File: src/hw/rtl/hsrd_pkg.sv
// ----------------------------------------------------------------------------
// hsrd_pkg
// Shared widths, constants and helper functions for the humidity sensor
// reply decoder: CRC-8 byte update and the divide-by-65535 step.
// ----------------------------------------------------------------------------
package hsrd_pkg;

  // field widths
  localparam int RxW   = 8;
  localparam int TempW = 15;
  localparam int HumW  = 14;
  localparam int OutW  = 32;

  // crc-8 setup
  localparam logic [7:0] CrcPoly = 8'h31;
  localparam logic [7:0] CrcInit = 8'hFF;

  // conversion constants, in hundredths
  localparam logic [14:0] TempSpan   = 15'd17500;
  localparam logic [14:0] TempOffset = 15'd4500;
  localparam logic [13:0] HumSpan    = 14'd12500;
  localparam logic [15:0] HumOffset  = 16'd600;
  localparam logic [13:0] HumMax     = 14'd10000;
  // quotient above which humidity saturates high
  localparam logic [15:0] HumQuotMax = 16'd10600;

  // one byte through the crc-8, msb first
  function automatic logic [7:0] crc8_feed(input logic [7:0] crc, input logic [7:0] b);
    logic [7:0] c;
    c = crc ^ b;
    for (int k = 0; k < 8; k++) begin
      c = c[7] ? ({c[6:0], 1'b0} ^ CrcPoly) : {c[6:0], 1'b0};
    end
    return c;
  endfunction

  // floor(x / 65535) for quotients below 65536, as an add and a shift
  function automatic logic [15:0] div_full_scale(input logic [31:0] x);
    logic [31:0] s;
    s = x + {16'd0, x[31:16]} + 32'd1;
    return s[31:16];
  endfunction

endpackage

File: src/hw/rtl/humidity_sensor_reply_decoder_core.sv
// ----------------------------------------------------------------------------
// humidity_sensor_reply_decoder_core
// Decodes the six-byte measurement reply (two words, each with a CRC-8
// byte) into temperature and humidity in hundredths, with CRC flags.
// ----------------------------------------------------------------------------
// Throughput: one byte per cycle, back to back, while the result register
//   is free or being emptied in the same cycle.
// Result: valid in the cycle after the sixth byte is accepted;
//   word products are registered when each word's low byte arrives.
// Reset (rst, synchronous): byte position to the first byte, CRC to 0xFF,
//   CRC flag and result valid cleared.
module humidity_sensor_reply_decoder_core (
  input  logic                         clk,
  input  logic                         rst,
  input  logic                         s_tvalid,
  output logic                         s_tready,
  input  logic [hsrd_pkg::RxW-1:0]     s_tdata,  // [7:0] rx_byte
  input  logic                         s_tuser,  // [0] first_byte
  output logic                         m_tvalid,
  input  logic                         m_tready,
  output logic [hsrd_pkg::OutW-1:0]    m_tdata   // [14:0] temperature_centi,
                                                 // [28:15] humidity_centi,
                                                 // [29] temp_crc_ok,
                                                 // [30] hum_crc_ok,
                                                 // [31] hum_clamped
);
  import hsrd_pkg::*;

  typedef enum logic [2:0] {
    POS_T_MSB,
    POS_T_LSB,
    POS_T_CRC,
    POS_H_MSB,
    POS_H_LSB,
    POS_H_CRC
  } pos_t;

  // frame state
  pos_t        pos;
  pos_t        pos_next;
  logic [7:0]  crc;
  logic [7:0]  crc_next;
  logic [7:0]  high_byte;
  logic        temp_flag;
  logic        temp_flag_next;
  logic [30:0] temp_prod;
  logic [29:0] hum_prod;

  // result register
  logic [TempW-1:0] temp_out;
  logic [HumW-1:0]  hum_out;
  logic             temp_ok_out;
  logic             hum_ok_out;
  logic             clamp_out;

  // datapath
  logic        accept;
  logic        out_load;
  logic        load_temp;
  logic        load_hum;
  pos_t        pos_cur;
  logic [15:0] word;
  logic [7:0]  crc_fed;
  logic [15:0] temp_quot;
  logic [15:0] hum_quot;
  logic [TempW-1:0] temp_val;
  logic [HumW-1:0]  hum_val;
  logic             hum_clamp;
  logic             hum_ok;

  // input side free unless a result is stuck in the output register
  assign s_tready = !m_tvalid || m_tready;
  assign accept   = s_tvalid && s_tready;

  // byte position, crc and word assembly
  always_comb begin
    pos_cur        = s_tuser ? POS_T_MSB : pos;
    word           = {high_byte, s_tdata};
    crc_fed        = crc8_feed(crc, s_tdata);
    pos_next       = pos_cur;
    crc_next       = crc;
    temp_flag_next = temp_flag;
    load_temp      = 1'b0;
    load_hum       = 1'b0;
    out_load       = 1'b0;
    unique case (pos_cur) inside
      POS_T_MSB, POS_H_MSB: begin
        crc_next = crc8_feed(CrcInit, s_tdata);
        pos_next = (pos_cur == POS_T_MSB) ? POS_T_LSB : POS_H_LSB;
      end
      POS_T_LSB: begin
        crc_next  = crc_fed;
        load_temp = 1'b1;
        pos_next  = POS_T_CRC;
      end
      POS_T_CRC: begin
        temp_flag_next = (crc == s_tdata);
        crc_next       = CrcInit;
        pos_next       = POS_H_MSB;
      end
      POS_H_LSB: begin
        crc_next = crc_fed;
        load_hum = 1'b1;
        pos_next = POS_H_CRC;
      end
      POS_H_CRC: begin
        crc_next = CrcInit;
        out_load = 1'b1;
        pos_next = POS_T_MSB;
      end
      default: begin
        // out-of-range position restarts as a first byte
        crc_next = crc8_feed(CrcInit, s_tdata);
        pos_next = POS_T_LSB;
      end
    endcase
  end

  // conversion from the registered word products
  always_comb begin
    temp_quot = div_full_scale({1'b0, temp_prod});
    hum_quot  = div_full_scale({2'b0, hum_prod});
    temp_val  = temp_quot[TempW-1:0] - TempOffset;
    hum_ok    = (crc == s_tdata);
    if (hum_quot < HumOffset) begin
      hum_val   = '0;
      hum_clamp = 1'b1;
    end else if (hum_quot > HumQuotMax) begin
      hum_val   = HumMax;
      hum_clamp = 1'b1;
    end else begin
      hum_val   = hum_quot[HumW-1:0] - HumOffset[HumW-1:0];
      hum_clamp = 1'b0;
    end
  end

  // state and registered outputs
  always_ff @(posedge clk) begin
    if (rst) begin
      pos       <= POS_T_MSB;
      crc       <= CrcInit;
      temp_flag <= 1'b0;
      m_tvalid  <= 1'b0;
    end else begin
      if (accept) begin
        pos       <= pos_next;
        crc       <= crc_next;
        temp_flag <= temp_flag_next;
      end
      if (accept && out_load) begin
        m_tvalid <= 1'b1;
      end else if (m_tready) begin
        m_tvalid <= 1'b0;
      end
    end
    if (accept) begin
      high_byte <= s_tdata;
    end
    if (accept && load_temp) begin
      temp_prod <= {15'd0, word} * {16'd0, TempSpan};
    end
    if (accept && load_hum) begin
      hum_prod <= {14'd0, word} * {16'd0, HumSpan};
    end
    if (accept && out_load) begin
      temp_out    <= temp_val;
      hum_out     <= hum_val;
      temp_ok_out <= temp_flag;
      hum_ok_out  <= hum_ok;
      clamp_out   <= hum_clamp;
    end
  end

  assign m_tdata = {clamp_out, hum_ok_out, temp_ok_out, hum_out, temp_out};

  // a new result only follows an accepted byte
  a_result_from_byte: assert property (@(posedge clk) disable iff (rst)
    $rose(m_tvalid) |-> $past(s_tvalid && s_tready))
    else $error("result appeared without an accepted byte");

  // humidity stays within its saturated range
  a_hum_range: assert property (@(posedge clk) disable iff (rst)
    m_tvalid |-> (m_tdata[28:15] <= HumMax))
    else $error("humidity above full scale");

  // clamp flag only with a saturated value
  a_clamp_value: assert property (@(posedge clk) disable iff (rst)
    (m_tvalid && m_tdata[31]) |-> (m_tdata[28:15] == '0 || m_tdata[28:15] == HumMax))
    else $error("clamp flag with an unsaturated humidity");

  // byte position never leaves the six-byte frame
  a_pos_range: assert property (@(posedge clk) disable iff (rst)
    pos <= POS_H_CRC)
    else $error("byte position out of range");

endmodule

File: config.mk
export PLATFORM = sky130hd
export DESIGN_NAME = humidity_sensor_reply_decoder_core
export DESIGN_NICKNAME = d
export VERILOG_FILES = /design/src/hw/rtl/hsrd_pkg.sv /design/src/hw/rtl/humidity_sensor_reply_decoder_core.sv
export SDC_FILE = /design/constraint.sdc
export NUM_CORES = 1
export LEC_CHECK = 0
export ABC_AREA = 0
export BUFFER_PORTS_ARGS = -buffer_cell sky130_fd_sc_hd__buf_2
export CORE_ASPECT_RATIO = 1.25
export CORE_UTILIZATION = 55
export DETAILED_ROUTE_END_ITERATION = 16
export HOLD_SLACK_MARGIN = 0.02
export MAX_ROUTING_LAYER = met4
export PLACE_DENSITY_LB_ADDON = 0.05
export SLEW_MARGIN = 40
export SYNTH_ARGS = -nofsm -noshare
export SYNTH_HDL_FRONTEND = slang
export SYNTH_SLANG_ARGS = --single-unit
File: constraint.sdc
create_clock -name clk -period 15.3 [get_ports clk]
set_clock_uncertainty 0.1 [all_clocks]
set_input_delay 0 -clock clk [delete_from_list [all_inputs] [get_ports clk]]
set_output_delay 0 -clock clk [all_outputs]
set_load 0.005 [all_outputs]
==> results.txt <==
----------------------------------------------------
[Status]
  Status ... finished clean

[Finish]
  Final core area utilization ... 0.606
  Layout overhead on the synthesized area ... 7.88%
  Net count reported at finish ... 1574
  Total inserted antenna cells ... 0
  Share of post-route cells with drive strength above 1 ... 0.0717

[Floorplanning]
  Full die area ... 22600 sq um
  Die height ... 168 um
  Die width ... 135 um
  Number of ports placed on the die boundary ... 47
  Initial Utilization ... 0.562
  Rows ... 60
  Placeable core region ... 21500 sq um

[Clocking]
  Resized cells post-CTS ... 0
  CTS Buf Count ... 9
  Clock-pin slew on the worst setup and hold paths ... 0.09 ns
  Clock root buffer ... sky130_fd_sc_hd__clkbuf_16
  CTS tree ... done
  Clock Path Buffers ... 2
  H-tree depth ... 3
  CTS Sinks ... 110
  Later-pin clock latency in the skew report ... 0.37 ns

[Pwr]
  Leakage ... 6.22 nW
  Final total power ... 1.98 mW
  Cell area power density ... 152 nW/um^2
  Worst supply voltage drop on vdd ... 0.125 mV

[STA]
  Setup ws final ... 9.38 ns
  Setup violators final ... 0
  Max-Slew Margin vs Limit ... 0.515
  Worst-Margin Slew ... 0.725 ns
  Setup repair after global routing missed its margin ... false
  Final-layout setup total negative slack ... 0 ns
  Number of max-slew violations in the final report ... 0
  Final-report hold violation count ... 0
  Achievable frequency ... 169 MHz
  Tmin final ... 5.92 ns
  Final clock period utilization by the worst path ... 0.387
  Smallest hold slack ... 0.341 ns

[Synth]
  Distinct cells, synth ... 66
  Synth Register Bits ... 110
  Top cells by area, synth ... sky130_fd_sc_hd__edfxtp_1, sky130_fd_sc_hd__ha_1, sky130_fd_sc_hd__fa_1, sky130_fd_sc_hd__inv_1, sky130_fd_sc_hd__xnor2_1
  Instance count of the mapped netlist ... 1204
  Avg Cell Area, Syn ... 10.1 sq um
  Cell type with the highest aggregate area in the netlist ... sky130_fd_sc_hd__edfxtp_1
  FFs w/ async S/R, synth ... 0
  Most frequent cell after synthesis ... sky130_fd_sc_hd__inv_1
  Area share of the largest cell type after synthesis ... 0.241
  Sequential fraction of the synthesis area ... 0.262
  Post-synth top cells ... sky130_fd_sc_hd__inv_1, sky130_fd_sc_hd__ha_1, sky130_fd_sc_hd__edfxtp_1
  Warning count from the yosys run ... 0
  Number of nets produced by synthesis ... 1514
  Most frequently used flop master after synthesis ... sky130_fd_sc_hd__edfxtp_1
  Mapped cell area ... 12100 sq um
  Number of flops mapped to enable cells by yosys ... 97

[Route]
  Via-to-Cell Ratio ... 5.45
  1st-iter DRT viols ... 340
  ANT nets after route ... 0
  Via count ... 8432
  First drt pass iteration count ... 5
  Final wirelength ... 25400 um
  Average wire length per cell after detail routing ... 16.4 um
  DRC viols ... 0

[Global routing]
  Global-route wire length before repair ... 42000 um
  Overall Global Routing Usage ... 0.247
  Largest net degree at the start of global routing ... 31
  Vias in the first global route ... 8481
  Antenna violations before repair ... 0
  Leftover overflow at the end of global routing ... 0

[Placed design]
  Detail Placement HPWL ... 21300 um
  I/O Buffers ... 46
  Setup slack at placement ... 9.40 ns
  Final estimated routing congestion in global placement ... 0.876

[Setup path]
  CP arrival ... 5.92 ns
  Worst setup path class ... flip-flop to flip-flop
  Capturing element of the worst setup path ... temp_prod[26]$_DFFE_PP_
  Sort of element at the end of the critical path ... flip-flop
  Worst R2R Setup Slack ... 9.38 ns
  R2R cell count ... 20
  Highest net fanout along the worst path ... 8
  Required arrival time at the worst endpoint ... 15.31 ns
  Critical path launch point type ... flip-flop
  End of the worst register-to-register path ... temp_prod[26]$_DFFE_PP_
  Reg2reg start ... high_byte[3]$_DFFE_PP_
  Worst setup path start ... high_byte[3]$_DFFE_PP_

[Min path]
  Startpoint of the worst hold path ... temp_flag$_SDFFE_PP0P_
  Path category of the worst min-delay check ... flip-flop to flip-flop

[Flow run]
  Count of max-cap constraint violations ... 0

----------------------------------------------------
-- cells in the final DEF (no fill, tap or decap), types with 16 or more instances in the layout --
master / instances
sky130_fd_sc_hd__nand4_1: 16
sky130_fd_sc_hd__buf_2: 46
sky130_fd_sc_hd__a21o_1: 24
sky130_fd_sc_hd__fa_1: 83
sky130_fd_sc_hd__nand3_1: 17
sky130_fd_sc_hd__edfxtp_1: 97
sky130_fd_sc_hd__ha_1: 214
sky130_fd_sc_hd__o21ai_0: 37
sky130_fd_sc_hd__xor2_1: 46
sky130_fd_sc_hd__a21oi_1: 49
sky130_fd_sc_hd__nor3_1: 24
sky130_fd_sc_hd__inv_1: 226
sky130_fd_sc_hd__nor2_1: 57
sky130_fd_sc_hd__nand2_1: 44
sky130_fd_sc_hd__xnor2_1: 71
-- cell type report --
cell class | instances | area (sq um)
fillers | 1890 | 8490
multi-input cells | 854 | 8010
flip-flops and latches | 110 | 3170
inverters | 227 | 857
repair buffers | 62 | 383
well taps | 279 | 349
clock buffers | 9 | 225
clock inverters | 7 | 55.1
-- repair_timing --
| item | in CTS | in global routing |
|---|---|---|
| hold buffers | 13 | 0 |
| buffers inserted | 0 | 0 |
| endpoints found under the hold margin | 24 | 0 |
| endpoints found under the setup margin | 0 | 0 |
-- layer usage --
metal	track usage	up-vias	part of all wire	wire length [um]
met3	0.0289	39	0.033	835
li1	-	4277	-	-
met4	0.0884	0	0.030	763
met2	0.409	133	0.49	12300
met1	0.310	3983	0.45	11400
met5	-	-	0	0
-- registers in the layout (all words and copies together), names as in the netlist --
name,count
temp_flag,1
m_tvalid,1
crc,8
temp_ok_out,1
pos,3
clamp_out,1
hum_ok_out,1
temp_prod,29
hum_out,14
high_byte,8
hum_prod,28
temp_out,15
-- worst min-delay path by stage --
stage,to,slack [ns],cells past startpoint
detailed placement,s_tready,0.21,3
finish,temp_ok_out$_DFFE_PP_,0.34,0
global placement,s_tready,0.21,3
global route,temp_ok_out$_DFFE_PP_,0.37,0
floorplan,crc[0]$_SDFFE_PP1P_,-0.006,1
CTS,temp_ok_out$_DFFE_PP_,0.34,0
-- worst max-delay path, stage by stage, from the launching register on --
cell	delay, ns
sky130_fd_sc_hd__edfxtp_1	0.59
sky130_fd_sc_hd__ha_1	0.42
sky130_fd_sc_hd__inv_1	0.06
sky130_fd_sc_hd__fa_1	0.47
sky130_fd_sc_hd__inv_1	0.04
sky130_fd_sc_hd__ha_1	0.30
sky130_fd_sc_hd__fa_1	0.48
sky130_fd_sc_hd__inv_1	0.05
sky130_fd_sc_hd__fa_1	0.53
sky130_fd_sc_hd__inv_1	0.04
sky130_fd_sc_hd__ha_1	0.35
sky130_fd_sc_hd__a21o_1	0.18
sky130_fd_sc_hd__a21o_1	0.21
sky130_fd_sc_hd__or3b_2	0.45
sky130_fd_sc_hd__a21oi_1	0.19
sky130_fd_sc_hd__o21ai_0	0.14
sky130_fd_sc_hd__a31o_2	0.25
sky130_fd_sc_hd__and2_1	0.18
sky130_fd_sc_hd__o21a_1	0.18
sky130_fd_sc_hd__o41a_1	0.32
sky130_fd_sc_hd__xor2_1	0.15
-- report_power, final --
part	internal, mW	switching, mW	total (mW)
logic	0.582	0.727	1.31
registers	0.421	0.0202	0.441
clock network	0.113	0.119	0.232
total	1.12	0.866	1.98
-- cell families (layout without fill, tap and decap cells) --
logic type / after synthesis / after routing / share of synthesized area
adder cells (fa/ha/maj): 301 / 301 / 0.362
AO/OA/AOI/OAI: 209 / 209 / 0.117
XOR/XNOR: 117 / 117 / 0.0847
multiplexers: 2 / 2 / 0.00176
buffers and inverters: 240 / 305 / 0.0770
AND/OR/NAND/NOR: 225 / 225 / 0.0958
flip-flops: 110 / 110 / 0.262
-- through the flow --
stage / std cells / cell area, sq um
2_1_floorplan: 1204 / 12100
3_3_place_gp: 1519 / 12600
3_5_place_dp: 1519 / 12600
4_1_cts: 1548 / 13100
5_1_grt: 1548 / 13100
6_report: 1548 / 13100
No activity file was read; power rests on OpenSTA's default activity.
